`src/mktx_pkg.sv`:
```
// Shared constants, types and codes of the k-transaction profit block.
package mktx_pkg;

  // Capacity of the cell chain and the day counter
  localparam int unsigned MAX_TRANS = 16;
  localparam int unsigned DAY_CAP   = 65536;

  // Field and state widths
  localparam int unsigned PRICE_W  = 31;
  localparam int unsigned PROFIT_W = 47;
  localparam int unsigned VAL_W    = 48;
  localparam int unsigned K_W      = 10;
  localparam int unsigned DAY_W    = $clog2(DAY_CAP) + 1;
  localparam int unsigned IDX_W    = (MAX_TRANS > 1) ? $clog2(MAX_TRANS) : 1;
  localparam int unsigned CMP_W    = (DAY_W > K_W) ? DAY_W : K_W;

  // Reset values
  localparam logic [VAL_W-1:0]    HOLD_FLOOR = {1'b1, {(VAL_W-1){1'b0}}};
  localparam logic [PROFIT_W-1:0] PROFIT_TOP = {PROFIT_W{1'b1}};
  localparam logic [K_W-1:0]      K_RESET    = K_W'(1);

  // Control handed down the cell chain
  typedef struct packed {
    logic step;   // apply one price to every cell
    logic clear;  // return every cell to its series start
  } ctrl_t;

  // Sequencer states
  typedef enum logic [0:0] {
    ST_RUN,
    ST_FINISH
  } state_e;

endpackage

```
`src/mktx_rise.sv`:
```
// Running sum of positive day-to-day rises and the saturating day count.
module mktx_rise (
  input  logic                          clk_i,
  input  logic                          rst_ni,
  input  mktx_pkg::ctrl_t               ctrl_i,
  input  logic [mktx_pkg::PRICE_W-1:0]  price_i,
  output logic [mktx_pkg::PROFIT_W-1:0] rise_sum_o,
  output logic [mktx_pkg::DAY_W-1:0]    day_count_o
);

  logic [mktx_pkg::PRICE_W-1:0]  prev_q, prev_d;
  logic [mktx_pkg::PROFIT_W-1:0] rise_q, rise_d;
  logic [mktx_pkg::DAY_W-1:0]    day_q, day_d;
  logic [mktx_pkg::PROFIT_W:0]   sum;

  // Add today's rise over yesterday, one bit wider to catch overflow
  assign sum = (mktx_pkg::PROFIT_W + 1)'(rise_q)
             + (mktx_pkg::PROFIT_W + 1)'(price_i - prev_q);

  always_comb begin
    prev_d = prev_q;
    rise_d = rise_q;
    day_d  = day_q;
    if (ctrl_i.clear) begin
      prev_d = '0;
      rise_d = '0;
      day_d  = '0;
    end else if (ctrl_i.step) begin
      prev_d = price_i;
      if ((day_q != '0) && (price_i > prev_q)) begin
        rise_d = sum[mktx_pkg::PROFIT_W] ? mktx_pkg::PROFIT_TOP
                                         : sum[mktx_pkg::PROFIT_W-1:0];
      end
      if (day_q != mktx_pkg::DAY_W'(mktx_pkg::DAY_CAP)) begin
        day_d = day_q + mktx_pkg::DAY_W'(1);
      end
    end
  end

  always_ff @(posedge clk_i or negedge rst_ni) begin
    if (!rst_ni) begin
      prev_q <= '0;
      rise_q <= '0;
      day_q  <= '0;
    end else begin
      prev_q <= prev_d;
      rise_q <= rise_d;
      day_q  <= day_d;
    end
  end

  assign rise_sum_o  = rise_q;
  assign day_count_o = day_q;

endmodule

```
`config.mk`:
```
export PLATFORM = sky130hd
export DESIGN_NAME = mktx_rise
export DESIGN_NICKNAME = d
export VERILOG_FILES = /design/src/mktx_pkg.sv /design/src/mktx_rise.sv
export SDC_FILE = /design/constraint.sdc
export NUM_CORES = 1
export LEC_CHECK = 0
export BUFFER_PORTS_ARGS = -buffer_cell sky130_fd_sc_hd__clkbuf_2
export CORE_ASPECT_RATIO = 1.75
export CORE_MARGIN = 2
export CORE_UTILIZATION = 28
export CTS_CLUSTER_DIAMETER = 50
export DETAILED_ROUTE_END_ITERATION = 16
export GPL_TIMING_DRIVEN = 0
export PLACE_DENSITY = 0.41
export SLEW_MARGIN = 20
export SYNTH_ARGS = -nofsm -noshare
export SYNTH_HDL_FRONTEND = slang
export SYNTH_SLANG_ARGS = --single-unit
```
`constraint.sdc`:
```
create_clock -name clk_i -period 7.1 [get_ports clk_i]
set_clock_uncertainty 0.15 [all_clocks]
set_input_delay 0.355 -clock clk_i [delete_from_list [all_inputs] [get_ports clk_i]]
set_output_delay 0.355 -clock clk_i [all_outputs]
set_load 0.005 [all_outputs]
```
Yosys cells after proc, flatten, opt, wreduce, memory -nomap -nowiden:

Cells that the tools add are included.

* bits in registers: 95
* input bits: 35
* output and inout port bits: 64

* add/subtract/negate cells: 3
* $lt $le $gt $ge: 1
* eq/ne operators: 1
* mux-type cells: 9
* reduce and logical (&&, ||, !) cells: 7

Operators by type and width (count)
* 47-bit two-way mux: 4
* 31-bit two-way mux: 2
* 17-bit two-way mux: 3
* 47-bit by 48-bit adder with 48-bit output: 1
* 31-bit by 31-bit subtractor with 32-bit output: 1
* 31-bit > comparator: 1
* 17-bit by 1-bit adder with 17-bit output, second input constant: 1
* 17-bit inequality test, second input constant: 1
* 17-bit nonzero test: 1
* 2-bit nonzero test: 3
* 2-bit AND reduction: 2
* 1-bit logical AND: 1

Longest topological paths before layout:

Gate-level depths: netlist (run 1).

* depth in word-level cells: 6
* depth in mapped cells: 24
* depth with buffers taken out: 22

Worst setup path after synthesis (run 1):

OpenSTA, ideal clock, no wires.

* path type: input port to flip-flop
* start: input price_i[0] (netlist bit)
* end: register rise_q (netlist bit rise_sum_o[20])
* setup time: 150 ps
* data arrival time: 4688 ps
* slack: 2112 ps
* stages on the path: 23
* path through: inv_1 > ha_1 > fa_1 > nand2b_1 > a21o_1 > o21a_1 > o211ai_1 > a221oi_1 > o21bai_1 > a31oi_1 > o21bai_1 > xor2_1 > ha_1 > a21oi_1 > o21ai_1 > a31oi_1 > o21ai_0 > a221oi_1 > a31oi_1 > or4b_4 > nand2_8 > buf_8 > a211oi_2

* cells in the longest elaborated chain, start to end: 6
* elaborated cells between the ends (all ways): 10

Ends and longest elaborated chain
* start: declaration: line mktx_rise.sv:6 `input logic [mktx_pkg::PRICE_W-1:0] price_i,`
* 31-bit by 31-bit subtractor with 32-bit output: line mktx_rise.sv:18 `+ (mktx_pkg::PROFIT_W + 1)'(price_i - prev_q);`
* 47-bit by 48-bit adder with 48-bit output: line mktx_rise.sv:18
* 47-bit two-way mux: line mktx_rise.sv:31 `rise_d = sum[mktx_pkg::PROFIT_W] ? mktx_pkg::PROFIT_TOP`
* 47-bit two-way mux: line mktx_rise.sv:30 `if ((day_q != '0) && (price_i > prev_q)) begin`
* 47-bit two-way mux: line mktx_rise.sv:28 `end else if (ctrl_i.step) begin`
* 47-bit two-way mux: line mktx_rise.sv:24 `if (ctrl_i.clear) begin`
* end signal: assignment: line mktx_rise.sv:47 `rise_q <= rise_d;`
* end: declaration: line mktx_rise.sv:12 `logic [mktx_pkg::PROFIT_W-1:0] rise_q, rise_d;`

Several ways; a longest one is shown, not always the timed one. The select of a mux whose other input is x is not followed.
A chain may end at the register's enable or synchronous reset.

Worst setup path after layout (run 1):

* start: register prev_q[0] (netlist bit)
* end: register rise_q (netlist bit rise_sum_o[26])

* cells in the longest elaborated chain, start to end: 6
* elaborated cells between the ends (all ways): 10

Ends and longest elaborated chain
* start: declaration: line mktx_rise.sv:11 `logic [mktx_pkg::PRICE_W-1:0] prev_q, prev_d;`
* start signal: assignment: line mktx_rise.sv:46 `prev_q <= prev_d;`
* 31-bit by 31-bit subtractor with 32-bit output: line mktx_rise.sv:18
* 47-bit by 48-bit adder with 48-bit output: line mktx_rise.sv:18
* 47-bit two-way mux: line mktx_rise.sv:31
* 47-bit two-way mux: line mktx_rise.sv:30
* 47-bit two-way mux: line mktx_rise.sv:28
* 47-bit two-way mux: line mktx_rise.sv:24

Several ways; a longest one is shown, not always the timed one. The select of a mux whose other input is x is not followed.

==> results.cfg, run 1 <==
[synthesis]
ys_ff_latch = 95
synthTopCellsByArea = dfrtp_1, ha_1, nor2_1
synth_ff_type = dfrtp_1
syn_area_mm2 = 0.00867
yosysTopAreaCell = dfrtp_1
avgSynthCellArea_um2 = 8.55
ys_seq_area_frac = 0.274
syn_nets = 1136
synth_edf_count = 0
yosys_warnings = 0
ys_types = 69
syn_inst = 1014
yosysTopAreaCellShare = 0.274
async_reset_ff_frac = 1.00

[final_layout]
fin_area_mm2 = 0.00997
drive_gt1_frac = 0.152
finalNonFillerCells = 1519
final_common_cell = nor2_1
area_growth_pct = 15.1
n_antenna_cell = 0
fill_cells = 3340
layout.nets = 1245
regArea_mm2 = 0.00238
final_cell_mix = nor2_1, dfrtp_1, clkbuf_2
multi_input_area_mm2 = 0.00588

[global_route]
grt_pass1_vias = 7944
antenna_found_initial = 0
grt_usage = 0.175
grt_first_pass_wirelength_um = 43600
gr-total-overflow = 0
grt_max_degree = 63

[placed_design]
placed_cell_area_mm2 = 0.00967
post-place-ws_ns = 0.629
place_inst = 1502
gp_congestion = 0.842
place_hpwl_um = 22600
portBuffers = 96

[drt]
drtPass1Iterations = 4
detail_route.wl_per_cell_um = 18.3
drc_errors = 0
first_iter_violations = 273
antenna_left = 0
drt_wl_total_um = 27800
viasPerCell = 5.09
vias = 7727

[worst_setup_path]
crit_slowest_cell = or4b_4
crit_start = prev_q[0]$_DFFE_PN0P_
crit_top_cell = a31oi_1
r2r_start = prev_q[0]$_DFFE_PN0P_
crit_path_end_kind = flop
slowest_delay_ns = 0.66
path_cells = ha_1 > fa_1 > nand2b_1 > a21o_1 > o21a_1 > o211ai_1 > a221oi_1 > o21bai_1 > a31oi_1 > o21bai_1 > xor2_1 > ha_1 > a21oi_1 > o21ai_1 > a31oi_1 > o21ai_0 > a221oi_1 > a31oi_1 > or4b_4 > nand2_8 > buf_8 > a211oi_2
critPathLaunchType = flop
cp.arrival_ns = 6.30
worstSetupPathType = flop to flop
critPathMaxFanout = 10
critical_path.top_delay_family = compound AO/OA/AOI/OAI gates
required_ns = 7.18
path_buf_inv = 1

[power_and_ir_drop]
leakagePower_nw = 4.56
p_switching_w = 0.000932
power_density_mw_per_mm2 = 215
combPwrFrac = 0.469
p_int_w = 0.00121
seq_power_share = 0.287
irDropWorstVdd_mv = 0.122
finalPower_w = 0.00214
swShare = 0.435
clkPwrFrac = 0.244

[sta]
worst_slack_ns = 0.882
grt_setup_unrepaired = no
finalMaxSlewViolations = 0
finalSetupViolCount = 0
min_period_over_period = 0.876
finalSetupTns_ns = 0
max_freq_mhz = 161
worstMarginPinSlew_ns = 0.866
max_slew_margin = 0.423
min_period_ns = 6.22
hold_viol = 0

[outcome]
outcome = finished, final reports clean

[clocking]
htreeDepth = 3
clk_latency_ns = 0.39
clkSlewWorstSetupHoldPaths_ns = 0.08
post_cts_buffers = 0
cts_buffer_depth = 2
cts_buffers = 9
cts_root_buf = clkbuf_16
cts.sinks = 95
tritoncts = yes
hold_buffers = 1
ctsResizeCount = 0

[floorplanning]
die_width_um = 137
pin_count = 99
row_count = 85
die_h_um = 237
coreArea_mm2 = 0.0306
die_area_mm2 = 0.0324
initial_utilization = 0.283

[hold_path]
worstHoldStart = price_i[29]
min_path_type = primary input to flop

[run]
max_cap_viol_count = 0
==> cell usage after synthesis, drive strengths merged, types with 4 or more instances <==
cell and n:
buf 11, a31oi 13, o211ai 14, nor4 4, nor2b 6, nand4 19
mux2i 32, clkbuf 28, o21bai 15, nor2 137, a21o 37, o21ai 46
xor2 38, and2 6, and3 14, xnor2 44, o31ai 5, nand3 21
or2 5, nand2 57, a211oi 49, or3 7, nor3 16, ha 85
dfrtp 95, nand2b 9, inv 56, o21a 14, a21oi 86
==> sequential cells by signal, summed over array words and instances, names as in the netlist <==
name / cells
rise_sum_o: 47
day_count_o: 17
prev_q: 31
==> per-stage QoR <==
stage                      util  hold slack (ns)
after global placement    0.315            0.353
after CTS                 0.326           0.0789
after detailed placement  0.316            0.157
final                     0.326           0.0913
after global routing      0.326           0.0969
after floorplan               -          -0.0906
==> worst paths after layout <==
path	slack, ns	end	cells after the start
max in group asynchronous	5.84	rise_sum_o[25]$_DFFE_PN0P_	3
min in group asynchronous	0.29	prev_q[0]$_DFFE_PN0P_	2
worst max register to register	0.88	rise_sum_o[26]$_DFFE_PN0P_	22
worst min-delay path	0.09	prev_q[29]$_DFFE_PN0P_	3
worst min register to register	0.37	prev_q[6]$_DFFE_PN0P_	2
worst max-delay path	0.88	rise_sum_o[26]$_DFFE_PN0P_	22
==> final cells by class <==
cell class	count	area share
inverter	56	0.0211
tap	391	0.0490
clock buffer	9	0.0226
multi-input combinational	824	0.590
timing repair buffer	98	0.0528
sequential	95	0.238
clock inverter	7	0.00677
buffer	39	0.0194
==> kinds of logic (layout without fill, tap and decap cells) <==
group | count (synthesis) | in the layout | share of synthesized area
AOI/OAI and AO/OA | 312 | 312 | 0.264
xor gates and xnor gates | 82 | 82 | 0.0829
adders and majority gates | 87 | 87 | 0.127
buffers and inverters | 95 | 209 | 0.0466
DFF | 95 | 95 | 0.274
muxes | 32 | 32 | 0.0370
and+or+nand+nor | 311 | 311 | 0.168
==> metal layers <==
metal  vias up  track usage  wire (µm)
met2       108        0.339      15600
met3        34       0.0248        698
li1       3892            -          -
met4         0       0.0622        745
met5         -            0          0
met1      3693        0.185      10800
==> tightest hold or removal path: stages <==
cell	delay, ns
clkbuf_2	0.09
mux2i_1	0.06
nor2_1	0.07
==> power groups by stage <==
stage	clock network, W	registers, W	logic (W)
6_report	0.000523	0.000615	0.00100
2_1_floorplan	0	0.000617	0.000737
3_3_place_gp	0	0.000626	0.00101
3_5_place_dp	0	0.000626	0.00101
4_1_cts	0.000547	0.000616	0.00102
5_1_grt	0.000562	0.000621	0.00112
No activity file was read; power rests on OpenSTA's default activity.
==> inputs of run 2 (changes only) <==
--- a/config.mk
+++ b/config.mk
@@ -5,14 +5,15 @@
 export SDC_FILE = /design/constraint.sdc
 export NUM_CORES = 1
 export LEC_CHECK = 0
+export ABC_AREA = 0
 export BUFFER_PORTS_ARGS = -buffer_cell sky130_fd_sc_hd__clkbuf_2
 export CORE_ASPECT_RATIO = 1.75
 export CORE_MARGIN = 2
-export CORE_UTILIZATION = 28
+export CORE_UTILIZATION = 30
 export CTS_CLUSTER_DIAMETER = 50
 export DETAILED_ROUTE_END_ITERATION = 16
 export GPL_TIMING_DRIVEN = 0
-export PLACE_DENSITY = 0.41
+export PLACE_DENSITY = 0.44
 export SLEW_MARGIN = 20
 export SYNTH_ARGS = -nofsm -noshare
 export SYNTH_HDL_FRONTEND = slang
==> results.cfg, run 2 (synthesized netlist as in run 1, its figures left out) <==
[outcome]
outcome = finished, final reports clean

[final_layout]
final_common_cell = nor2_1
n_antenna_cell = 0
drive_gt1_frac = 0.151
fin_area_mm2 = 0.00997
largest_register_ffs = 47
layout.nets = 1245
area_growth_pct = 15.0
final_cell_mix = nor2_1, dfrtp_1, clkbuf_2

[clocking]
tritoncts = yes
cts_buffers = 9
clk_latency_ns = 0.38
cts_root_buf = clkbuf_16
cts_buffer_depth = 2
ctsResizeCount = 0
cts.sinks = 95
post_cts_buffers = 0
htreeDepth = 3
hold_buffers = 1
clkSlewWorstSetupHoldPaths_ns = 0.07

[power_and_ir_drop]
finalPower_w = 0.00214
seq_power_share = 0.288
clkPwrFrac = 0.244
power_density_mw_per_mm2 = 214
swShare = 0.422
p_int_w = 0.00124
p_switching_w = 0.000901
irDropWorstVdd_mv = 0.124
combPwrFrac = 0.468
leakagePower_nw = 4.55

[floorplanning]
die_width_um = 132
coreArea_mm2 = 0.0285
die_area_mm2 = 0.0303
die_h_um = 229
row_count = 82
pin_count = 99
initial_utilization = 0.304

[global_route]
grt_pass1_vias = 8112
grt_max_degree = 51
grt_usage = 0.183
antenna_found_initial = 0
grt_first_pass_wirelength_um = 43300
gr-total-overflow = 0

[drt]
drt_wl_total_um = 27200
drc_errors = 0
first_iter_violations = 271
viasPerCell = 5.10
drtPass1Iterations = 4
antenna_left = 0
detail_route.wl_per_cell_um = 18.0
vias = 7682

[sta]
max_slew_margin = 0.415
min_period_ns = 6.22
max_freq_mhz = 161
min_period_over_period = 0.876
grt_setup_unrepaired = no
hold_ws_ns = 0.0884
finalSetupViolCount = 0
finalMaxSlewViolations = 0
worstMarginPinSlew_ns = 0.877
finalSetupTns_ns = 0
hold_viol = 0

[run]
max_cap_viol_count = 0

[worst_setup_path]
crit_path_end_kind = flop
crit_start = prev_q[0]$_DFFE_PN0P_
critPathLaunchType = flop
crit_slowest_cell = or4b_4
required_ns = 7.18
slowest_delay_ns = 0.66
cp.arrival_ns = 6.30
crit_top_cell = a31oi_1
r2r_cells = 22
worstSetupPathType = flop to flop
r2r_start = prev_q[0]$_DFFE_PN0P_
path_cells = ha_1 > fa_1 > nand2b_1 > a21o_1 > o21a_1 > o211ai_1 > a221oi_1 > o21bai_1 > a31oi_1 > o21bai_1 > xor2_1 > ha_1 > a21oi_1 > o21ai_1 > a31oi_1 > o21ai_0 > a221oi_1 > a31oi_1 > or4b_4 > nand2_8 > buf_8 > a211oi_2
critPathMaxFanout = 10

[hold_path]
hold_depth = 3
worstHoldStart = price_i[27]
min_path_type = primary input to flop

[placed_design]
placed_cell_area_mm2 = 0.00966
portBuffers = 96
place_hpwl_um = 22000
gp_congestion = 0.872
run 2: changes by cell type in the layout (fill, tap and decap cells not counted), sizes merged:
cell	before	now
inv	62	56
bufinv	0	1
clkinvlp	1	2
clkinv	0	3
clkbuf	133	134
run 2: cell type report:
class	count	area (µm²)
Fill cell	3107	18600
Multi-Input combinational cell	824	5880
Sequential cell	95	2380
Timing Repair Buffer	98	527
Tap cell	378	473
Clock buffer	10	229
Inverter	56	210
Buffer	39	194
Clock inverter	6	71.3
run 2: worst paths after layout:
check,to,slack [ns]
max,rise_sum_o[26]$_DFFE_PN0P_,0.88
max reg2reg,rise_sum_o[26]$_DFFE_PN0P_,0.88
min,prev_q[27]$_DFFE_PN0P_,0.09
min in group asynchronous,prev_q[0]$_DFFE_PN0P_,0.31
max in group asynchronous,rise_sum_o[26]$_DFFE_PN0P_,5.88
min reg2reg,prev_q[5]$_DFFE_PN0P_,0.37
run 2: metal layers:
layer / track usage / vias to the layer above / wire length, µm
met4: 0.0773 / 0 / 840
met5: 0 / - / 0
met1: 0.183 / 3628 / 10100
li1: - / 3895 / -
met3: 0.0253 / 36 / 755
met2: 0.366 / 123 / 15500
run 2: through the flow:
step	std cells	util	setup slack, ns
after floorplan	1014	-	2.11
after global placement	1488	0.337	0.661
after detailed placement	1489	0.339	0.673
after CTS	1506	0.349	0.782
after global routing	1506	0.349	0.559
final	1506	0.349	0.880
run 2: power groups by stage:
stage	Sequential, W	Clock (W)	Combinational, W
after floorplan	0.000617	0	0.000737
after global routing	0.000621	0.000560	0.00112
after detailed placement	0.000627	0	0.00100
after CTS	0.000617	0.000548	0.00101
after global placement	0.000626	0	0.000998
final	0.000615	0.000522	0.000999
run 2: worst max-delay path: cells and delay by family (launching register included):
family          cells  cell delay (ns)
simple gates        3             1.01
fa+ha+maj           3             0.93
buf+inv             1             0.19
xor+xnor            1             0.24
flops               1             0.38
compound gates     14             3.15
==> inputs of run 3 (changes only) <==
==> constraint.sdc (replaced) <==
create_clock -name clk_i -period 7.1 [get_ports clk_i]
set_clock_uncertainty 0.15 [all_clocks]
set_input_delay 2.13 -clock clk_i [delete_from_list [all_inputs] [get_ports clk_i]]
set_output_delay 2.13 -clock clk_i [all_outputs]
set_load 0.005 [all_outputs]
==> results.cfg, run 3 (synthesized netlist as in run 1, its figures left out) <==
[worst_setup_path]
worstSetupPathType = primary input to flop
cp.arrival_ns = 7.07
path_buf_inv = 5
r2r_start = prev_q[0]$_DFFE_PN0P_
required_ns = 7.17
critPathLaunchType = primary input
critical_path.top_delay_family = compound AO/OA/AOI/OAI gates
crit_slowest_cell = or4b_4
r2r_end = rise_sum_o[23]$_DFFE_PN0P_
r2r_cells = 24
crit_path_end_kind = flop
crit_cells = 26
slowest_delay_ns = 0.62
critPathMaxFanout = 6
reg2reg_slack_ns = 1.53

[drt]
antenna_left = 0
drtPass1Iterations = 4
drc_errors = 0
first_iter_violations = 328
viasPerCell = 5.08
vias = 7744
drt_wl_total_um = 27800
detail_route.wl_per_cell_um = 18.3

[power_and_ir_drop]
p_switching_w = 0.000925
clkPwrFrac = 0.238
seq_power_share = 0.281
leakagePower_nw = 4.70
combPwrFrac = 0.481
finalPower_w = 0.00219
p_int_w = 0.00127
swShare = 0.422
irDropWorstVdd_mv = 0.123
power_density_mw_per_mm2 = 211

[global_route]
grt_pass1_vias = 8193
gr-total-overflow = 0
grt_usage = 0.184
antenna_found_initial = 0
grt_max_degree = 51
grt_first_pass_wirelength_um = 43600

[final_layout]
final_common_cell = nor2_1
layout.nets = 1262
area_growth_pct = 19.8
n_antenna_cell = 0
drive_gt1_frac = 0.189
fin_area_mm2 = 0.0104
fill_cells = 3078
largest_register_ffs = 47
finalNonFillerCells = 1523
final_cell_mix = nor2_1, dfrtp_1, clkbuf_2

[placed_design]
placed_cell_area_mm2 = 0.00966
place_hpwl_um = 22000
place_inst = 1489
portBuffers = 96
gp_congestion = 0.872

[floorplanning]
die_width_um = 132
pin_count = 99
coreArea_mm2 = 0.0285
die_h_um = 229
row_count = 82
die_area_mm2 = 0.0303
initial_utilization = 0.304

[clocking]
cts_buffer_depth = 2
htreeDepth = 3
hold_buffers = 0
cts.sinks = 95
clkSlewWorstSetupHoldPaths_ns = 0.07
clk_latency_ns = 0.38
cts_buffers = 9
tritoncts = yes
cts_root_buf = clkbuf_16

[sta]
max_freq_mhz = 143
finalSetupViolCount = 0
hold_viol = 0
max_slew_margin = 0.404
grt_setup_unrepaired = yes
min_period_ns = 7.00
finalMaxSlewViolations = 0
worstMarginPinSlew_ns = 0.894
min_period_over_period = 0.985

[hold_path]
min_path_type = flop to flop
worstHoldStart = prev_q[5]$_DFFE_PN0P_
hold_depth = 2
whs_endpoint = prev_q[5]$_DFFE_PN0P_

[outcome]
outcome = finished, final reports clean

[run]
max_cap_viol_count = 0
==> run 3: metrics by stage <==
| step | TNS [ns] | util | worst slack [ns] | hold WS, ns |
|---|---|---|---|---|
| after global placement | -50.11 | 0.337 | -1.11 | 0.353 |
| after floorplan | 0 | - | 0.337 | 0.336 |
| after global routing | -3.44 | 0.364 | -0.104 | 0.395 |
| after detailed placement | -49.69 | 0.339 | -1.10 | 0.362 |
| final | 0 | 0.364 | 0.104 | 0.370 |
| after CTS | 0 | 0.354 | 0.0130 | 0.379 |
==> run 3: metal layers <==
metal,routed length (µm),track usage
met1,10300,0.184
met2,16000,0.365
met3,663,0.0211
met4,799,0.0897
met5,0,0
==> run 3: how the worst max path moves through the flow <==
stage / startpoint / to / slack [ns]
2_1_floorplan: price_i[0] / rise_sum_o[20]$_DFFE_PN0P_ / 0.34
3_3_place_gp: price_i[0] / rise_sum_o[26]$_DFFE_PN0P_ / -1.11
3_5_place_dp: price_i[0] / rise_sum_o[26]$_DFFE_PN0P_ / -1.10
4_1_cts: price_i[0] / rise_sum_o[0]$_DFFE_PN0P_ / 0.01
5_1_grt: price_i[1] / rise_sum_o[23]$_DFFE_PN0P_ / -0.10
6_report: price_i[0] / rise_sum_o[23]$_DFFE_PN0P_ / 0.10
==> run 3: tightest hold or removal path, stage by stage (launching register included) <==
cell,delay (ns)
dfrtp_1,0.34
mux2i_1,0.06
nor2_1,0.08
==> run 3: repair_timing <==
item	4_1_cts	5_1_grt
gates resized for setup	20	22
setup buffers	8	7
pin swaps	12	23
setup endpoints to repair	47	47
gates cloned	0	5
==> run 3: area by class of cell <==
type,count,area [µm²],share of cell area
Clock buffer,10,229,0.0221
Sequential cell,95,2380,0.229
Timing Repair Buffer,116,747,0.0720
Tap cell,378,473,0.0456
Buffer,37,206,0.0199
Inverter,56,213,0.0205
Clock inverter,6,71.3,0.00687
Multi-Input combinational cell,825,6060,0.584
==> run 3: power by group through the flow <==
| stage | combinational [W] | sequential (W) | clock [W] |
|---|---|---|---|
| 3_5_place_dp | 0.00100 | 0.000627 | 0 |
| 4_1_cts | 0.00103 | 0.000617 | 0.000548 |
| 6_report | 0.00105 | 0.000615 | 0.000522 |
| 3_3_place_gp | 0.000998 | 0.000626 | 0 |
| 2_1_floorplan | 0.000737 | 0.000617 | 0 |
| 5_1_grt | 0.00117 | 0.000621 | 0.000558 |
